### config.mk
export PLATFORM = sky130hd
export DESIGN_NAME = text_line_folder_core
export DESIGN_NICKNAME = d
export VERILOG_FILES = /design/src/tlf_pkg.sv /design/src/text_line_folder_core.sv /design/src/tlf_ram.sv /design/src/tlf_csr.sv /design/src/tlf_seq.sv
export SDC_FILE = /design/constraint.sdc
export NUM_CORES = 1
export LEC_CHECK = 0
export BUFFER_PORTS_ARGS = -buffer_cell sky130_fd_sc_hd__buf_2
export CORE_MARGIN = 8
export CORE_UTILIZATION = 63
export CTS_BUF_LIST = sky130_fd_sc_hd__clkbuf_2
export DETAILED_ROUTE_END_ITERATION = 6
export PLACE_DENSITY_LB_ADDON = 0.3
export SLEW_MARGIN = 20
export SYNTH_ARGS = -nofsm -noshare
export SYNTH_HDL_FRONTEND = slang
export SYNTH_SLANG_ARGS = --single-unit
### constraint.sdc
create_clock -name clock -period 4.5 [get_ports clock]
set_input_delay 0.45 -clock clock [delete_from_list [all_inputs] [get_ports clock]]
set_output_delay 0.45 -clock clock [all_outputs]
set_load 0.02 [all_outputs]
### src/tlf_pkg.sv
// Shared types and constants for the text line folder.
package tlf_pkg;

   localparam int CHAR_W = 8;
   localparam int FOLD_W = 6;
   localparam int CSR_DATA_W = 32;
   localparam int CSR_ADDR_W = 3;

   localparam logic [CHAR_W-1:0] CH_TAB = 8'd9;
   localparam logic [CHAR_W-1:0] CH_NL = 8'd10;
   localparam logic [CHAR_W-1:0] CH_SPACE = 8'd32;

   localparam logic [FOLD_W-1:0] FOLD_RESET = 6'd32;
   localparam logic [FOLD_W-1:0] FOLD_MIN = 6'd2;

   // register word index (paddr[2])
   localparam logic REG_FOLD_COLUMN = 1'b0;

   typedef struct packed {
      logic idle;
      logic [FOLD_W-1:0] fill;
   } tlf_stat_type;

endpackage

### src/text_line_folder_core.sv
// Text line folder: one character per request in, folded character stream out.
//
// Channels: req_* carries one character per request (valid/ready). rsp_* carries
// one emitted character per result, with rsp_last_of_run set on the final result
// of a request. The csr_* port (APB-style) holds fold_column at byte address 0.
// A plain character is absorbed on acceptance; a tab, which adds fewer than
// TAB_WIDTH spaces, holds the input while the spaces are written. A request that
// emits a line streams its characters from the line RAM read port through the
// output register, one character per cycle while the receiver keeps up, then
// the newline; a fold that keeps a tail of characters copies that tail to the
// front of the RAM before the next request is accepted.
// Only one request is in work at a time; req_ready is high when the sequencer
// is idle, even while the last result still sits in the output register.
// Reset: synchronous, active high; the buffer is empty and fold_column is 32.
// The line RAM needs no clearing, since only written entries are read.
// A stalled receiver holds the output register; the sequencer waits on it
// and the read data stays in the RAM output register meanwhile.
module text_line_folder_core import tlf_pkg::*; #(
   parameter int LINE_COLS = 32,
   parameter int TAB_WIDTH = 8
) (
   input  logic                  clock,
   input  logic                  reset,
   input  logic                  req_valid,
   output logic                  req_ready,
   input  logic [CHAR_W-1:0]     req_in_char,
   output logic                  rsp_valid,
   input  logic                  rsp_ready,
   output logic [CHAR_W-1:0]     rsp_out_char,
   output logic                  rsp_last_of_run,
   input  logic                  csr_psel,
   input  logic                  csr_penable,
   input  logic                  csr_pwrite,
   input  logic [CSR_ADDR_W-1:0] csr_paddr,
   input  logic [CSR_DATA_W-1:0] csr_pwdata,
   output logic [CSR_DATA_W-1:0] csr_prdata,
   output logic                  csr_pready
);

   localparam int IDX_W = $clog2(LINE_COLS);

   logic [FOLD_W-1:0] fold_column;
   logic              ram_we;
   logic [IDX_W-1:0]  ram_waddr;
   logic [CHAR_W-1:0] ram_wdata;
   logic              ram_re;
   logic [IDX_W-1:0]  ram_raddr;
   logic [CHAR_W-1:0] ram_rdata;
   tlf_stat_type      stat;

   tlf_csr u_csr (
      .clock       (clock),
      .reset       (reset),
      .csr_psel    (csr_psel),
      .csr_penable (csr_penable),
      .csr_pwrite  (csr_pwrite),
      .csr_paddr   (csr_paddr),
      .csr_pwdata  (csr_pwdata),
      .csr_prdata  (csr_prdata),
      .csr_pready  (csr_pready),
      .fold_column (fold_column)
   );

   tlf_ram #(
      .WIDTH (CHAR_W),
      .DEPTH (LINE_COLS)
   ) u_line_ram (
      .clock (clock),
      .we    (ram_we),
      .waddr (ram_waddr),
      .wdata (ram_wdata),
      .re    (ram_re),
      .raddr (ram_raddr),
      .rdata (ram_rdata)
   );

   tlf_seq #(
      .LINE_COLS (LINE_COLS),
      .TAB_WIDTH (TAB_WIDTH)
   ) u_seq (
      .clock       (clock),
      .reset       (reset),
      .fold_column (fold_column),
      .req_valid   (req_valid),
      .req_char    (req_in_char),
      .rsp_valid   (rsp_valid),
      .rsp_ready   (rsp_ready),
      .rsp_char    (rsp_out_char),
      .rsp_last    (rsp_last_of_run),
      .ram_we      (ram_we),
      .ram_waddr   (ram_waddr),
      .ram_wdata   (ram_wdata),
      .ram_re      (ram_re),
      .ram_raddr   (ram_raddr),
      .ram_rdata   (ram_rdata),
      .stat        (stat)
   );

   assign req_ready = stat.idle;

`ifndef NO_ASSERTIONS
   // fill stays below the buffer size between and during requests
   a_fill_bound: assert property (@(posedge clock) disable iff (reset)
      stat.fill < FOLD_W'(LINE_COLS))
      else $error("line fill reached buffer size");

   // every run of results ends with the newline
   a_last_is_nl: assert property (@(posedge clock) disable iff (reset)
      (rsp_valid && rsp_last_of_run) |-> (rsp_out_char == CH_NL))
      else $error("last result of a request is not a newline");

   // a newline on a non-empty line must start a flush
   a_nl_flush: assert property (@(posedge clock) disable iff (reset)
      (req_valid && req_ready && req_in_char == CH_NL && stat.fill != '0) |=> !req_ready)
      else $error("newline on a non-empty line did not flush");
`endif

endmodule

### src/tlf_ram.sv
// Generic single-write, single-read RAM with registered read data.
module tlf_ram #(
   parameter int WIDTH = 8,
   parameter int DEPTH = 32
) (
   input  logic                     clock,
   input  logic                     we,
   input  logic [$clog2(DEPTH)-1:0] waddr,
   input  logic [WIDTH-1:0]         wdata,
   input  logic                     re,
   input  logic [$clog2(DEPTH)-1:0] raddr,
   output logic [WIDTH-1:0]         rdata
);

   logic [WIDTH-1:0] mem_ff [DEPTH];
   logic [WIDTH-1:0] rdata_ff;

   always_ff @(posedge clock) begin
      if (we) begin
         mem_ff[waddr] <= wdata;
      end
      if (re) begin
         rdata_ff <= mem_ff[raddr];
      end
   end

   assign rdata = rdata_ff;

endmodule

### src/tlf_csr.sv
// APB-style configuration register block holding the fold column.
module tlf_csr import tlf_pkg::*; (
   input  logic                  clock,
   input  logic                  reset,
   input  logic                  csr_psel,
   input  logic                  csr_penable,
   input  logic                  csr_pwrite,
   input  logic [CSR_ADDR_W-1:0] csr_paddr,
   input  logic [CSR_DATA_W-1:0] csr_pwdata,
   output logic [CSR_DATA_W-1:0] csr_prdata,
   output logic                  csr_pready,
   output logic [FOLD_W-1:0]     fold_column
);

   logic [FOLD_W-1:0] fold_ff;
   logic [FOLD_W-1:0] fold_in;
   logic              wr_en;

   assign wr_en = csr_psel && csr_penable && csr_pwrite;

   always_comb begin
      fold_in = fold_ff;
      csr_prdata = '0;
      unique case (csr_paddr[2])
         REG_FOLD_COLUMN: begin
            if (wr_en) begin
               fold_in = csr_pwdata[FOLD_W-1:0];
            end
            csr_prdata = {{(CSR_DATA_W-FOLD_W){1'b0}}, fold_ff};
         end
         default: begin
         end
      endcase
   end

   always_ff @(posedge clock) begin
      if (reset) begin
         fold_ff <= FOLD_RESET;
      end else begin
         fold_ff <= fold_in;
      end
   end

   assign csr_pready = 1'b1;
   assign fold_column = fold_ff;

endmodule

### src/tlf_seq.sv
// Folding sequencer: buffers characters in the line RAM and streams lines out.
module tlf_seq import tlf_pkg::*; #(
   parameter int LINE_COLS = 32,
   parameter int TAB_WIDTH = 8
) (
   input  logic                         clock,
   input  logic                         reset,
   input  logic [FOLD_W-1:0]            fold_column,
   input  logic                         req_valid,
   input  logic [CHAR_W-1:0]            req_char,
   output logic                         rsp_valid,
   input  logic                         rsp_ready,
   output logic [CHAR_W-1:0]            rsp_char,
   output logic                         rsp_last,
   output logic                         ram_we,
   output logic [$clog2(LINE_COLS)-1:0] ram_waddr,
   output logic [CHAR_W-1:0]            ram_wdata,
   output logic                         ram_re,
   output logic [$clog2(LINE_COLS)-1:0] ram_raddr,
   input  logic [CHAR_W-1:0]            ram_rdata,
   output tlf_stat_type                 stat
);

   localparam int IDX_W = $clog2(LINE_COLS);
   localparam int CNT_W = $clog2(LINE_COLS + 1);

   localparam logic [2:0] S_IDLE = 3'd0;
   localparam logic [2:0] S_TABF = 3'd1;
   localparam logic [2:0] S_EMIT = 3'd2;
   localparam logic [2:0] S_ENL  = 3'd3;
   localparam logic [2:0] S_MOVE = 3'd4;

   logic [2:0]       state_ff, state_in;
   logic [CNT_W-1:0] fill_ff, fill_in;
   logic [CNT_W-1:0] lspace_ff, lspace_in;   // index+1 of last buffered space, 0 if none
   logic [CNT_W-1:0] pos_ff, pos_in;         // tab position, or end of fill during a fold
   logic [CNT_W-1:0] count_ff, count_in;     // characters emitted before the newline
   logic [CNT_W-1:0] rd_ff, rd_in;
   logic [CNT_W-1:0] wr_ff, wr_in;
   logic             pend_ff, pend_in;       // RAM read data is waiting
   logic             rsp_valid_ff, rsp_valid_in;
   logic [CHAR_W-1:0] rsp_char_ff, rsp_char_in;
   logic             rsp_last_ff, rsp_last_in;

   logic [CNT_W-1:0] fold_eff;
   logic [CNT_W-1:0] pos_cur;
   logic [CNT_W-1:0] pos_inc;
   logic [CNT_W-1:0] ls_new;
   logic             accept;
   logic             out_free;
   logic             load;
   logic             rd_more;
   logic             issue;

   always_comb begin
      if (fold_column < FOLD_MIN) begin
         fold_eff = CNT_W'(FOLD_MIN);
      end else if (fold_column > FOLD_W'(LINE_COLS)) begin
         fold_eff = CNT_W'(LINE_COLS);
      end else begin
         fold_eff = fold_column[CNT_W-1:0];
      end
   end

   assign pos_cur = (fill_ff >= CNT_W'(LINE_COLS)) ? CNT_W'(LINE_COLS - 1) : fill_ff;
   assign pos_inc = pos_cur + 1'b1;
   assign ls_new = (req_char == CH_SPACE) ? pos_inc : lspace_ff;
   assign accept = req_valid && (state_ff == S_IDLE);
   assign out_free = !rsp_valid_ff || rsp_ready;
   assign load = pend_ff && out_free;
   assign rd_more = rd_ff < count_ff;
   assign issue = rd_more && (!pend_ff || load);

   always_comb begin
      state_in = state_ff;
      fill_in = fill_ff;
      lspace_in = lspace_ff;
      pos_in = pos_ff;
      count_in = count_ff;
      rd_in = rd_ff;
      wr_in = wr_ff;
      pend_in = pend_ff;
      rsp_valid_in = rsp_valid_ff;
      rsp_char_in = rsp_char_ff;
      rsp_last_in = rsp_last_ff;
      ram_we = 1'b0;
      ram_waddr = '0;
      ram_wdata = '0;
      ram_re = 1'b0;
      ram_raddr = '0;

      if (rsp_valid_ff && rsp_ready) begin
         rsp_valid_in = 1'b0;
      end

      unique case (state_ff)
         S_IDLE: begin
            if (accept) begin
               case (req_char)
                  CH_TAB: begin
                     if (pos_cur < fold_eff && (pos_cur % TAB_WIDTH) != 0) begin
                        ram_we = 1'b1;
                        ram_waddr = pos_cur[IDX_W-1:0];
                        ram_wdata = CH_SPACE;
                        pos_in = pos_inc;
                        lspace_in = pos_inc;
                        state_in = S_TABF;
                     end else if (pos_cur >= fold_eff) begin
                        count_in = pos_cur;
                        pos_in = pos_cur;
                        fill_in = '0;
                        lspace_in = '0;
                        rd_in = '0;
                        pend_in = 1'b0;
                        state_in = S_EMIT;
                     end else begin
                        fill_in = pos_cur;
                     end
                  end
                  CH_NL: begin
                     if (pos_cur != '0) begin
                        count_in = pos_cur;
                        pos_in = pos_cur;
                        rd_in = '0;
                        pend_in = 1'b0;
                        state_in = S_EMIT;
                     end
                     fill_in = '0;
                     lspace_in = '0;
                  end
                  default: begin
                     ram_we = 1'b1;
                     ram_waddr = pos_cur[IDX_W-1:0];
                     ram_wdata = req_char;
                     if (pos_inc >= fold_eff) begin
                        // break after the last space, or emit the whole line
                        pos_in = pos_inc;
                        if (ls_new == '0) begin
                           count_in = pos_inc;
                           fill_in = '0;
                        end else begin
                           count_in = ls_new;
                           fill_in = pos_inc - ls_new;
                        end
                        lspace_in = '0;
                        rd_in = '0;
                        pend_in = 1'b0;
                        state_in = S_EMIT;
                     end else begin
                        fill_in = pos_inc;
                        lspace_in = ls_new;
                     end
                  end
               endcase
            end
         end
         S_TABF: begin
            if (pos_ff < fold_eff && (pos_ff % TAB_WIDTH) != 0) begin
               ram_we = 1'b1;
               ram_waddr = pos_ff[IDX_W-1:0];
               ram_wdata = CH_SPACE;
               pos_in = pos_ff + 1'b1;
               lspace_in = pos_ff + 1'b1;
            end else if (pos_ff >= fold_eff) begin
               count_in = pos_ff;
               fill_in = '0;
               lspace_in = '0;
               rd_in = '0;
               pend_in = 1'b0;
               state_in = S_EMIT;
            end else begin
               fill_in = pos_ff;
               state_in = S_IDLE;
            end
         end
         S_EMIT: begin
            if (load) begin
               rsp_valid_in = 1'b1;
               rsp_char_in = ram_rdata;
               rsp_last_in = 1'b0;
            end
            if (issue) begin
               ram_re = 1'b1;
               ram_raddr = rd_ff[IDX_W-1:0];
               rd_in = rd_ff + 1'b1;
               pend_in = 1'b1;
            end else if (load) begin
               pend_in = 1'b0;
            end
            if (!rd_more && (!pend_ff || load)) begin
               state_in = S_ENL;
            end
         end
         S_ENL: begin
            if (out_free) begin
               rsp_valid_in = 1'b1;
               rsp_char_in = CH_NL;
               rsp_last_in = 1'b1;
               if (count_ff < pos_ff) begin
                  rd_in = count_ff;
                  wr_in = '0;
                  pend_in = 1'b0;
                  state_in = S_MOVE;
               end else begin
                  state_in = S_IDLE;
               end
            end
         end
         S_MOVE: begin
            // read ahead of the write pointer; writes only land below the reads
            if (pend_ff) begin
               ram_we = 1'b1;
               ram_waddr = wr_ff[IDX_W-1:0];
               ram_wdata = ram_rdata;
               wr_in = wr_ff + 1'b1;
            end
            if (rd_ff < pos_ff) begin
               ram_re = 1'b1;
               ram_raddr = rd_ff[IDX_W-1:0];
               rd_in = rd_ff + 1'b1;
               pend_in = 1'b1;
            end else begin
               pend_in = 1'b0;
               state_in = S_IDLE;
            end
         end
         default: begin
            state_in = S_IDLE;
         end
      endcase
   end

   always_ff @(posedge clock) begin
      if (reset) begin
         state_ff <= S_IDLE;
         fill_ff <= '0;
         lspace_ff <= '0;
         pend_ff <= 1'b0;
         rsp_valid_ff <= 1'b0;
      end else begin
         state_ff <= state_in;
         fill_ff <= fill_in;
         lspace_ff <= lspace_in;
         pend_ff <= pend_in;
         rsp_valid_ff <= rsp_valid_in;
      end
      pos_ff <= pos_in;
      count_ff <= count_in;
      rd_ff <= rd_in;
      wr_ff <= wr_in;
      rsp_char_ff <= rsp_char_in;
      rsp_last_ff <= rsp_last_in;
   end

   assign rsp_valid = rsp_valid_ff;
   assign rsp_char = rsp_char_ff;
   assign rsp_last = rsp_last_ff;
   assign stat.idle = (state_ff == S_IDLE);
   assign stat.fill = FOLD_W'(fill_ff);

endmodule
==> flow_summary.ini <==
[run_status]
run_status = finished, final reports clean

[sta]
fin_skew_ns = 0.08948
min_period_ns = 4.211
setup_ws_ns = 0.2887
setup-violations-final = 0
hold_ws_ns = 0.1583
hold_viol = 0
tightest_slew_ns = 0.9872
slew_viol_final = 0
setup_tns_ns = 0
max-slew-margin-rel_pct = 33.95
rsz0062_at_grt = false
timing.final.crit_share_pct = 93.59
fmax_ghz = 0.2375

[floorplanning]
die_x_um = 174.1
dieArea_um2 = 30320
core-area_um2 = 24890
fp.dieH_um = 174.1
initial_core_util_pct = 63.28
rows = 58
ioPinCount = 94

[setup_path]
crit_fanout = 8
rr_worst_depth = 12
slowest_delay_ns = 0.69
cp_slowest_cell = o221ai_1
critPathBufInv = 1
crit_required_ns = 5.06
path_cells = nor3_1 > o21ai_0 > ha_1 > nor2b_1 > o21ai_0 > o2111a_1 > o21ai_1 > o221ai_1 > nor2b_1 > nand2_1 > nor2_1 > buf_4
cp_top_family = compound AO/OA/AOI/OAI gates
critical_path_class = reg -> reg
arrival_ns = 4.77
path_depth = 12
cp-start-kind = register
crit_path_end_kind = register

[synthesis]
synth_warnings = 0
synthFlopType = edfxtp_1
synth_edf_count = 296
avgSynthCellArea_um2 = 11.96
ys_ff_latch = 319
synth_cell_types = 91
yosysSeqAreaShare_pct = 59.36
syn-cell-area_um2 = 15750
netlist_instances = 1317
async_reset_ff_share_pct = 0

[pwr]
power_density_nw_per_um2 = 537.4
p_leak_nw = 6.425
irDropWorstVdd_v = 0.0003526
finalPower_mw = 9.400

[clock_network]
numCtsBuffers = 81
clockBufferDepth = 3
cts_tree = done
clock_latency_ns = 0.92
postCtsSetupRepairBufs = 0
htreeDepth = 3
cts_sinks = 319
clk_pin_slew_ns = 0.11
root_buffer = clkbuf_2

[final_layout]
stdcell_area_um2 = 17490
syn2layout_area_growth_pct = 11.06
nNetsFinal = 1567
fin_cells = 1855
layout_common_cells = edfxtp_1 (296), clkbuf_2 (121), nor2_1 (113)
fin_util_pct = 70.27
drive_gt1_share_pct = 20.24
layout_commonest_cell = edfxtp_1

[placement]
dp_cells = 1703
io_buffers = 38
globalplace.congestion = 1.029
dp_slack_ns = 0.4887
dp_hpwl_um = 29880
postPlaceCellArea_um2 = 16650

[global_route]
grt_overflow = 0
track_usage_pct = 28.20
grt_pass1_wl_um = 66300
grt_pass1_vias = 11700
antenna_found_initial = 2
grt_max_degree = 71

[route]
viasPerCell = 6.448
wl_per_cell_um = 23.62
drt_drc_violations_left = 0
routed_wl_um = 43820
antenna_left = 0
drt_iter0_markers = 1477
vias = 11960
firstDrtPassIters = 6

[hold_path]
worstHoldPathType = in -> reg
holdPathStages = 3

[run]
cap_violations = 0
-- worst reg2reg max path, stage by stage (launching register included) --
cell and delay (ns):
dfxtp_1 0.41, nor3_1 0.10, o21ai_0 0.48, ha_1 0.35
nor2b_1 0.13, o21ai_0 0.34, o2111a_1 0.36, o21ai_1 0.13
o221ai_1 0.69, nor2b_1 0.26, nand2_1 0.17, nor2_1 0.25
buf_4 0.22
-- per-layer routing --
| metal | routed length (um) | track usage [%] |
|---|---|---|
| met5 | 0 | 0 |
| met4 | 1872 | 13.57 |
| met3 | 4188 | 5.923 |
| met2 | 21490 | 47.54 |
| met1 | 16260 | 34.19 |
-- logic make-up after synthesis --
| kind of cell | share of synthesized area [%] |
|---|---|
| AO/OA/AOI/OAI | 14.75 |
| other | 0.04768 |
| buffers and inverters | 3.916 |
| flip-flops | 59.36 |
| XOR/XNOR | 1.001 |
| AND/OR/NAND/NOR | 12.92 |
| multiplexers | 4.226 |
| adder cells (fa/ha/maj) | 3.781 |
-- area by class of cell --
type / instances / area (um^2)
flip-flops and latches: 319 / 9349
fillers: 1795 / 7400
multi-input cells: 891 / 5901
repair buffers: 137 / 980.9
clock buffers: 121 / 605.6
well taps: 330 / 412.9
inverters: 40 / 150.1
clock inverters: 14 / 85.08
diodes: 3 / 7.507
-- timing repair --
| action | 4_1_cts | 5_1_grt |
|---|---|---|
| setup endpoints to repair | 0 | 0 |
| gates resized for setup | 0 | 0 |
| hold endpoints to repair | 10 | 0 |
| hold buffers | 14 | 0 |
-- synth_stat cells (5+ instances only) --
master,n,share of area (%)
a2111oi_0,8,0.44
a211oi_1,22,1.0
a21o_1,15,0.71
a21oi_1,73,2.3
a221oi_1,13,0.72
a22o_1,7,0.39
a22oi_1,16,0.76
a31oi_1,9,0.36
a32oi_1,7,0.39
and2_1,18,0.71
and3_1,6,0.24
buf_1,6,0.14
buf_4,28,1.3
clkbuf_1,54,1.3
dfxtp_1,23,2.9
edfxtp_1,296,56
ha_1,46,3.7
inv_1,39,0.93
mux2_2,18,1.3
mux2i_1,44,2.8
nand2_1,66,1.6
nand2b_1,22,0.87
nand3_1,40,1.3
nand3b_1,5,0.24
nand4_1,6,0.24
nor2_1,113,2.7
nor2b_1,13,0.52
nor3_1,47,1.5
nor3_2,5,0.32
nor3b_1,5,0.24
nor4_1,19,0.75
o2111ai_1,5,0.28
o21ai_0,57,1.8
o21ba_2,5,0.32
o22ai_1,19,0.75
o31a_1,5,0.28
o32ai_1,7,0.39
or2_2,9,0.36
or3_1,12,0.48
xnor2_1,12,0.67
xor2_1,6,0.33
-- state kept, by name, indices dropped and copies added (netlist names) --
name,flops
u_seq.pos_ff,6
u_line_ram.rdata,8
u_line_ram.mem_ff,256
u_csr.fold_column,6
u_seq.rsp_valid,1
u_seq.lspace_ff,6
u_seq.fill_ff,6
u_seq.rsp_char,8
u_seq.rsp_last,1
u_seq.count_ff,6
u_seq.rd_ff,6
u_seq.wr_ff,5
u_seq.state_ff,3
u_seq.pend_ff,1
-- final timing paths --
kind / slack [ns] / startpoint / end
hold / removal: 0.16 / req_in_char[1] / u_seq.pos_ff[0]$_DFFE_PP_
setup reg to reg: 0.29 / u_csr.fold_column[4]$_SDFFE_PP0P_ / u_line_ram.mem_ff[4][0]$_DFFE_PP_
hold reg to reg: 0.48 / u_csr.fold_column[5]$_SDFFE_PP1P_ / u_csr.fold_column[5]$_SDFFE_PP1P_
setup / recovery: 0.29 / u_csr.fold_column[4]$_SDFFE_PP0P_ / u_line_ram.mem_ff[4][0]$_DFFE_PP_
-- where the power goes --
group	leakage, nW	switching [mW]	internal [mW]
clock network	0.539	1.16	0.720
registers	2.91	0.181	3.64
logic	2.97	2.39	1.31
Note: power is estimated with default switching activity, not from simulation.
